`config.mk`:
```
export PLATFORM = sky130hd
export DESIGN_NAME = base64_stream_decoder
export DESIGN_NICKNAME = d
export VERILOG_FILES = /design/src/rtl/b64d_pkg.sv /design/src/rtl/b64d_decode.sv /design/src/rtl/base64_stream_decoder.sv
export SDC_FILE = /design/constraint.sdc
export NUM_CORES = 1
export LEC_CHECK = 0
export BUFFER_PORTS_ARGS = -buffer_cell sky130_fd_sc_hd__clkbuf_2
export CAP_MARGIN = 20
export CORE_MARGIN = 5
export CORE_UTILIZATION = 30
export DETAILED_ROUTE_END_ITERATION = 8
export PLACE_DENSITY = 0.44
export REMOVE_ABC_BUFFERS = 1
export SLEW_MARGIN = 20
export SYNTH_ARGS = -nofsm -noshare
export SYNTH_HDL_FRONTEND = slang
export SYNTH_SLANG_ARGS = --single-unit
```
`constraint.sdc`:
```
create_clock -name clk -period 12.6 [get_ports clk]
set_input_delay 2.52 -clock clk [delete_from_list [all_inputs] [get_ports clk]]
set_output_delay 2.52 -clock clk [all_outputs]
set_load 0.02 [all_outputs]
```
`src/rtl/b64d_pkg.sv`:
```
// ----------------------------------------------------------------------------
// b64d_pkg
// Shared types, codes and the character map of the Base64 stream decoder.
// ----------------------------------------------------------------------------
package b64d_pkg;

    localparam int unsigned ResMax = 3;   // results one character can cause

    typedef enum logic [1:0] {
        ST_OK       = 2'd0,
        ST_BAD_CHAR = 2'd1,
        ST_BAD_LEN  = 2'd2
    } status_t;

    localparam logic [7:0] CHAR_PAD   = 8'h3D;   // '='
    localparam logic [7:0] CHAR_PLUS  = 8'h2B;   // '+'
    localparam logic [7:0] CHAR_SLASH = 8'h2F;   // '/'
    localparam logic [5:0] SEXTET_PLUS  = 6'd62;
    localparam logic [5:0] SEXTET_SLASH = 6'd63;
    localparam logic [5:0] LOWER_BASE   = 6'd26;
    localparam logic [5:0] DIGIT_BASE   = 6'd52;

    typedef struct packed {
        logic [7:0] data_byte;
        logic       byte_present;
        status_t    status;
        logic       final_res;
    } result_t;

    // all results caused by one character, res[0] leaves first
    typedef struct packed {
        result_t [ResMax-1:0] res;
        logic    [1:0]        n;
    } record_t;

    typedef struct packed {
        logic [1:0]  pos;
        logic [17:0] acc;
        logic        pad;
        logic        err;
    } dec_state_t;

    function automatic result_t make_res(logic [7:0] b, logic present, status_t st,
                                         logic fin);
        result_t r;
        r.data_byte    = b;
        r.byte_present = present;
        r.status       = st;
        r.final_res    = fin;
        return r;
    endfunction

    // {valid, sextet}
    function automatic logic [6:0] sextet_of(logic [7:0] c);
        logic [6:0] r;
        r = 7'd0;
        if (c >= 8'h41 && c <= 8'h5A) begin
            r = {1'b1, 6'(c - 8'h41)};
        end
        else if (c >= 8'h61 && c <= 8'h7A) begin
            r = {1'b1, 6'(c - 8'h61) + LOWER_BASE};
        end
        else if (c >= 8'h30 && c <= 8'h39) begin
            r = {1'b1, 6'(c - 8'h30) + DIGIT_BASE};
        end
        else if (c == CHAR_PLUS) begin
            r = {1'b1, SEXTET_PLUS};
        end
        else if (c == CHAR_SLASH) begin
            r = {1'b1, SEXTET_SLASH};
        end
        return r;
    endfunction

endpackage

```
`src/rtl/b64d_decode.sv`:
```
// ----------------------------------------------------------------------------
// b64d_decode
// Next-state and result record for one character, given the quartet state.
// ----------------------------------------------------------------------------
module b64d_decode (
    input  b64d_pkg::dec_state_t st,
    input  logic [7:0]           char_code,
    input  logic                 end_of_text,
    output b64d_pkg::dec_state_t st_next,
    output b64d_pkg::record_t    rec
);
    import b64d_pkg::*;

    logic [6:0]  sx;
    logic [1:0]  pos_next;
    logic [23:0] triple;

    assign sx       = sextet_of(char_code);
    assign pos_next = st.pos + 2'd1;
    assign triple   = {st.acc, sx[5:0]};

    always_comb
    begin
        st_next = st;
        rec     = '0;
        if (st.err) begin
            if (end_of_text) begin
                st_next = '0;
            end
        end
        else if (st.pad) begin
            if (end_of_text) begin
                rec.res[0] = make_res(8'd0, 1'b0,
                                      (pos_next == 2'd0) ? ST_OK : ST_BAD_LEN, 1'b1);
                rec.n      = 2'd1;
                st_next    = '0;
            end
            else begin
                st_next.pos = pos_next;
            end
        end
        else if (char_code == CHAR_PAD && st.pos >= 2'd2) begin
            if (st.pos == 2'd2) begin
                rec.res[0] = make_res(st.acc[11:4], 1'b1, ST_OK, 1'b0);
                rec.n      = 2'd1;
                if (end_of_text) begin
                    rec.res[1] = make_res(8'd0, 1'b0, ST_BAD_LEN, 1'b1);
                    rec.n      = 2'd2;
                end
            end
            else begin
                rec.res[0] = make_res(st.acc[17:10], 1'b1, ST_OK, 1'b0);
                rec.res[1] = make_res(st.acc[9:2], 1'b1, ST_OK, end_of_text);
                rec.n      = 2'd2;
            end
            if (end_of_text) begin
                st_next = '0;
            end
            else begin
                st_next.pad = 1'b1;
                st_next.pos = pos_next;
                st_next.acc = '0;
            end
        end
        else if (char_code == CHAR_PAD || !sx[6]) begin
            // bad character, or padding too early in the quartet
            rec.res[0] = make_res(8'd0, 1'b0, ST_BAD_CHAR, 1'b1);
            rec.n      = 2'd1;
            if (end_of_text) begin
                st_next = '0;
            end
            else begin
                st_next.err = 1'b1;
            end
        end
        else if (st.pos != 2'd3) begin
            st_next.acc = {st.acc[11:0], sx[5:0]};
            st_next.pos = pos_next;
            if (end_of_text) begin
                rec.res[0] = make_res(8'd0, 1'b0, ST_BAD_LEN, 1'b1);
                rec.n      = 2'd1;
                st_next    = '0;
            end
        end
        else begin
            rec.res[0] = make_res(triple[23:16], 1'b1, ST_OK, 1'b0);
            rec.res[1] = make_res(triple[15:8], 1'b1, ST_OK, 1'b0);
            rec.res[2] = make_res(triple[7:0], 1'b1, ST_OK, end_of_text);
            rec.n      = 2'd3;
            st_next    = '0;
        end
    end

endmodule

```
`src/rtl/base64_stream_decoder.sv`:
```
// ----------------------------------------------------------------------------
// base64_stream_decoder
// Streaming Base64 decoder, one character per cycle while char_ready is high.
// Input channel (char_valid/char_ready): char_code plus end_of_text on the
// last character of a string. Output channel (res_valid/res_ready): one
// result per transfer, either a decoded byte or a status-only result;
// final_res marks the last result of the string.
// The first result of a character is registered into the head slot, or into
// the spare slot while the head still drains. A full quartet yields three
// bytes that drain one per cycle while res_ready is high and the next
// characters are taken. Each character's results are held as one record;
// two record slots (head and spare) decouple the sides, so char_ready
// drops only while both slots are occupied.
// Reset clears the quartet state and empties both slots. On a receiver stall,
// the head result holds steady and the spare slot absorbs one more record.
// ----------------------------------------------------------------------------
module base64_stream_decoder (
    input  logic       clk,
    input  logic       rst_n,
    input  logic       char_valid,
    output logic       char_ready,
    input  logic [7:0] char_code,
    input  logic       end_of_text,
    output logic       res_valid,
    input  logic       res_ready,
    output logic [7:0] data_byte,
    output logic       byte_present,
    output logic [1:0] status,
    output logic       final_res
);
    import b64d_pkg::*;

    dec_state_t state_reg, state_next;
    dec_state_t dec_state;
    record_t    dec_rec;

    record_t    head_reg, head_next;
    record_t    spare_reg, spare_next;
    logic       head_valid_reg, head_valid_next;
    logic       spare_valid_reg, spare_valid_next;
    logic [1:0] idx_reg, idx_next;

    logic    char_xfer;
    logic    push;
    logic    res_xfer;
    logic    head_done;
    result_t head_res;

    b64d_decode u_decode (
        .st          (state_reg),
        .char_code   (char_code),
        .end_of_text (end_of_text),
        .st_next     (dec_state),
        .rec         (dec_rec)
    );

    // spare slot free means a new record always has somewhere to go
    assign char_ready = !spare_valid_reg;
    assign char_xfer  = char_valid && char_ready;
    assign push       = char_xfer && (dec_rec.n != 2'd0);

    assign head_res     = head_reg.res[idx_reg];
    assign res_valid    = head_valid_reg;
    assign data_byte    = head_res.data_byte;
    assign byte_present = head_res.byte_present;
    assign status       = head_res.status;
    assign final_res    = head_res.final_res;

    assign res_xfer  = res_valid && res_ready;
    assign head_done = res_xfer && (idx_reg == head_reg.n - 2'd1);

    always_comb
    begin
        state_next       = char_xfer ? dec_state : state_reg;
        head_next        = head_reg;
        spare_next       = spare_reg;
        head_valid_next  = head_valid_reg;
        spare_valid_next = spare_valid_reg;
        idx_next         = res_xfer ? idx_reg + 2'd1 : idx_reg;

        if (head_valid_reg && !head_done) begin
            // head still draining: a new record waits in the spare slot
            if (push) begin
                spare_next       = dec_rec;
                spare_valid_next = 1'b1;
            end
        end
        else if (spare_valid_reg) begin
            head_next        = spare_reg;
            head_valid_next  = 1'b1;
            idx_next         = 2'd0;
            spare_next       = dec_rec;
            spare_valid_next = push;
        end
        else begin
            head_next       = dec_rec;
            head_valid_next = push;
            idx_next        = 2'd0;
        end
    end

    always_ff @(posedge clk or negedge rst_n)
    begin
        if (!rst_n) begin
            state_reg       <= '0;
            head_valid_reg  <= 1'b0;
            spare_valid_reg <= 1'b0;
            idx_reg         <= 2'd0;
        end
        else begin
            state_reg       <= state_next;
            head_valid_reg  <= head_valid_next;
            spare_valid_reg <= spare_valid_next;
            idx_reg         <= idx_next;
        end
    end

    always_ff @(posedge clk)
    begin
        head_reg  <= head_next;
        spare_reg <= spare_next;
    end

`ifndef SYNTHESIS
    // spare slot is only filled behind a live head
    assert property (@(posedge clk) disable iff (!rst_n)
        spare_valid_reg |-> head_valid_reg)
        else $error("spare record without head record");

    // read index stays inside the head record
    assert property (@(posedge clk) disable iff (!rst_n)
        head_valid_reg |-> (head_reg.n != 2'd0 && idx_reg < head_reg.n))
        else $error("head index outside record");

    // end of string returns the quartet state to its idle value
    assert property (@(posedge clk) disable iff (!rst_n)
        (char_xfer && end_of_text) |=> (state_reg == '0))
        else $error("state not cleared after end of string");

    // after an error nothing is emitted until the string ends
    assert property (@(posedge clk) disable iff (!rst_n)
        (char_xfer && state_reg.err) |-> !push)
        else $error("result produced after latched error");

    // a final result is always the last one of its record
    assert property (@(posedge clk) disable iff (!rst_n)
        (res_valid && final_res) |-> (idx_reg == head_reg.n - 2'd1))
        else $error("final result not last in record");
`endif

endmodule
```
Word level (Yosys, flattened, before mapping). Index checks and enable logic that the tools add are counted.

Register bits: 102. Input port bits: 13. Output and inout bits: 14. Word-level logic and storage cells: 125.

$add $sub $neg: 8. $lt $le $gt $ge: 8. Eq/ne operators: 12. Multiplexer cells: 44. Reduce and logical (&&, ||, !) cells: 20.

Operators by type and width (count): $mux W38 (5); $mux W22 (7); $mux W24 (3); $mux W26 (2); $mux W14 (3); $mux W21 (2); $mux W7 (5); $bmux W12 S2 (1); $eq A8 B6 Y1 const B (3); $mux W12 (2); $mux W20 (1); $ge A8 B7 Y1 const B (2); $le A8 B7 Y1 const B (2); $sub A6 B6 Y6 const B (2); $mux W2 (5); $mux W5 (2); $ne A2 B2 Y1 const B (5); $logic_and A1 B1 Y1 (9); $ge A8 B6 Y1 const B (1); $le A8 B6 Y1 const B (1); $add A6 B5 Y6 const B (1); $add A6 B6 Y6 const B (1); $sub A6 B1 Y6 const B (1); $mux W1 (5); 16 further kinds (21).

Depth between registers and ports, before layout.
Word-level depth: 16. Depth in mapped cells: 11. Depth with buffers taken out: 9.

Cells and area by module. Synthesis repeated with hierarchy kept, for this count alone.

Cells, all modules: 418. Area, all modules: 5380.2 um^2.

By module, submodules not included: base64_stream_decoder (instances 1, cells an instance 229, area each 4045.1 um^2, seq. area each 2932.8 um^2); b64d_decode (instances 1, cells an instance 189, area each 1335.0 um^2, seq. area each 0.0 um^2).

Worst setup path before layout. Ideal clock, no wire load.

Path kind: input to register. From: in char_code[2]. To: reg spare_reg[0] (netlist bit) (enable). Setup time: 0.480 ns. Data arrival time: 6.745 ns. Data required time: 12.120 ns. Setup slack: 5.375 ns. Stages: 10. Buffers on the path: 2. Cell sequence: clkbuf_1 -> inv_1 -> ha_1 -> a21o_1 -> o311ai_1 -> nand4b_1 -> clkbuf_1 -> a21o_1 -> o21ai_1 -> o31ai_1.

Cells in the longest elaborated chain, start to end: 16. Elaborated cells on any way between the ends: 28. Classes of those cells: 6 x order compare; 4 x eq/ne; 9 x mux; 9 x reduce/logical.

Ends and longest elaborated chain: start, declared (line base64_stream_decoder.sv:22) `input logic [7:0] char_code,`; parallel branches: the longest is 9 deep, another holds $ge A8 B6 Y1; $mux W26 (*) (line b64d_decode.sv:42) `else if (char_code == CHAR_PAD && st.pos >= 2'd2) begin`; $mux W14 (*) (line b64d_decode.sv:31) `else if (st.pad) begin`; $mux W38 (*) (line b64d_decode.sv:26) `if (st.err) begin`; $reduce_bool A2 Y1 (*) (line base64_stream_decoder.sv:60) `assign push = char_xfer && (dec_rec.n != 2'd0);`; $logic_and A1 B1 Y1 (*) (line base64_stream_decoder.sv:60); $ne A2 B2 Y1 (no line) (*); $reduce_and A2 Y1 (no line) (*); end signal, assigned (line base64_stream_decoder.sv:121) `spare_reg <= spare_next;`; end, declared (line base64_stream_decoder.sv:38) `record_t spare_reg, spare_next;`.

Mark *: on every way between the ends. A chain may end at the register's enable or synchronous reset.

Worst setup path in the final report.
From: in char_code[2]. To: reg spare_reg[13] (netlist bit) (enable).

Same word-level chain as after synthesis.

==> impl_metrics.ini <==
[floorplanning]
die_area_um2 = 18920
initial_utilization_pct = 30.61
die_h_um = 137.5
die_x_um = 137.5
rows = 46
boundaryPins = 27
core-area_um2 = 15940

[sta]
worst_pin_slew_ns = 1.060
worst_slack_ns = 7.374
fin_crit_sh_pct = 41.48
finClkSkew_ns = 0.01014
max_freq_mhz = 191.3
slew_violations = 0
finalCriticalPeriod_ns = 5.226
hold_ws_ns = 0.5041
final-hold-violation-count = 0
setup_violations = 0
relSlewSlack_pct = 29.14
rsz0062_at_grt = no
fin_tns_setup_ns = 0

[routing]
drc = 0
wl_met3_um = 299
wl_mm = 11.38
drt_iter0_drc = 255
wl_met1_mm = 5.542
vias = 3355
viasPerCell = 4.963
routed.top_layer = met4
drt_first_pass_iters = 4
wl_per_cell_um = 16.84
wl_met2_mm = 5.267
ant_nets = 0

[setup_path]
path_class = input port to flop
required_ns = 12.60
critPathBufInv = 3
critPathMaxStageDelay_ns = 0.48
crit_path_frequent_cell = o21ai_1
critPathTopFamily = compound AO/OA/AOI/OAI gates
start_kind = input port
worstSetupEndpointType = flop
crit_chain = clkbuf_2, inv_1, ha_1, nor2b_1, o21ai_1, a21oi_1, a21o_1, o21ai_1, o31ai_4, buf_4
worstPathMaxFanout = 31
worstPathArrival_ns = 5.22
crit_path_top_delay_cell = a21oi_1

[logic_synthesis]
syn_area_um2 = 4880
ys_types = 62
yosys_warnings = 0
synth.area.top_cells = edfxtp_1 43%, dfrtp_1 13%, nand2_1 4.7%, o21ai_1 3.2%, ha_1 2.6%
ys_seq_area_share_pct = 56.41
ys_seq_elements = 96
synth_top_family_by_area = compound AO/OA/AOI/OAI gates
synth-simple-area-share_pct = 13.08
synth_xor_area_share_pct = 1.077
yosysTopAreaCellShare_pct = 43.08
ys.flop_type = edfxtp_1
synth-edff-count = 70
synthAdderAreaFrac_pct = 2.564
syn_avg_cell_area_um2 = 11.12
syn_inst = 439
async_flop_share_pct = 27.08
synth_compound_area_share_pct = 17.95
synthMuxAreaShare_pct = 4.308
yosysTopAreaCell = edfxtp_1

[final_layout]
nets = 478
fillers = 1624
diodes = 0
drive_above_1_share_pct = 14.13
area_growth_syn_to_layout_pct = 12.23

[placed_design]
dp.final_hpwl_mm = 7.712
pre_cts_ws_ns = 6.985
port_buffers = 26
gp_congestion = 0.8279

[clock_network]
cts_buffer_depth = 2
cts_root_buf = clkbuf_16
cts_setup_buffers = 0
numClockSinks = 96
cts_tree = built
htree_num_levels = 3
cts.clk_slew.worst_paths_ns = 0.06
clk_latency_ns = 0.35
ctsHoldBuffers = 0
ctsResizeCount = 0
cts_buffers = 9

[global_route]
overflow = 0
grt_pass1_vias = 3171
antenna_found_initial = 0
grt_max_degree = 52
track_usage_pct = 12.52
grt_pass1_wl_mm = 17.92

[power_and_ir_drop]
leakagePower_nw = 2.136
ir_drop_mv = 0.08293
powerDensity_nw_per_um2 = 225.6

[outcome]
status = completed

[flow_run]
maxCapViolations = 0

[hold_path]
hp-class = flop to flop
-- cell usage after synthesis, types with 10 or more instances --
cell type,number
a21oi_1,14
a22o_1,13
clkbuf_1,17
dfrtp_1,26
edfxtp_1,70
ha_1,10
inv_1,18
mux2i_1,12
nand2_1,61
nor2_1,23
o21ai_0,12
o21ai_1,31
o31ai_1,10
-- kinds of logic (layout without fill, tap and decap cells) --
logic type / Yosys count / in the layout
simple gates: 131 / 131
mux: 20 / 20
compound gates: 128 / 128
xor+xnor: 6 / 6
flops: 96 / 96
fa+ha+maj: 10 / 10
buf+inv: 48 / 69
-- per-layer routing --
metal	GRT usage, %	vias to the layer above
met5	0	-
met4	5.599	0
met3	2.191	19
met2	19.31	55
met1	17.21	1630
li1	-	1651
-- final cells by class --
type	count	area, um2	share of cell area [%]
Sequential cell	96	2753	50.26
Inverter	21	78.83	1.439
Clock buffer	11	232.7	4.249
Timing Repair Buffer	32	175.2	3.199
Multi-Input combinational cell	295	1919	35.05
Tap cell	216	270.3	4.935
Clock inverter	5	47.55	0.8682
-- where the power goes --
part           leakage (nW)  switching (mW)  total (mW)  internal (mW)
Clock                 0.138           0.112       0.264          0.152
Combinational         0.979           0.288       0.421          0.133
Sequential             1.02          0.0367       0.550          0.514
Total                  2.14           0.436        1.24          0.799
-- path summary, 6_finish.rpt --
kind                                    start       endpoint  slack (ns)  cells after the start
worst min register to register  state_reg[17]  state_reg[17]        0.50                      1
worst min-delay path            state_reg[17]  state_reg[17]        0.50                      1
worst max register to register     idx_reg[1]  spare_reg[13]        9.55                      8
worst max-delay path             char_code[2]  spare_reg[13]        7.37                     10
min in group asynchronous               rst_n     idx_reg[0]        2.23                      1
max in group asynchronous               rst_n  state_reg[13]        9.90                      1
-- metrics by stage --
step	instance area [um2]	power, mW	cells	utilization (%)
after floorplan	4733	0.8343	412	-
after global placement	5195	0.9853	660	32.59
after detailed placement	5196	0.9903	660	32.59
after CTS	5477	1.259	676	34.35
after global routing	5477	1.314	676	34.35
final	5477	1.235	676	34.35
-- cells in the final DEF, fill, tap and decap left out, types with 4 or more instances in the layout --
| cell type | synthesis | layout |
|---|---|---|
| inv_1 | 18 | 18 |
| nor3_1 | 4 | 4 |
| mux2i_1 | 12 | 12 |
| a21oi_1 | 14 | 14 |
| nand2_1 | 61 | 60 |
| o21ai_1 | 31 | 31 |
| nand3_1 | 8 | 8 |
| clkbuf_2 | 0 | 26 |
| dfrtp_1 | 26 | 26 |
| mux2_2 | 8 | 8 |
| edfxtp_1 | 70 | 70 |
| and2_1 | 5 | 5 |
| o32ai_1 | 5 | 5 |
| clkbuf_16 | 0 | 9 |
| a22o_1 | 13 | 13 |
| a21o_1 | 5 | 5 |
| ha_1 | 10 | 10 |
| nor2_1 | 23 | 23 |
| o31ai_1 | 10 | 9 |
| a2bb2oi_1 | 9 | 9 |
| o21ai_0 | 12 | 12 |
| nor2b_1 | 9 | 9 |
| buf_4 | 1 | 6 |
Power figures use the tool's default switching activity.
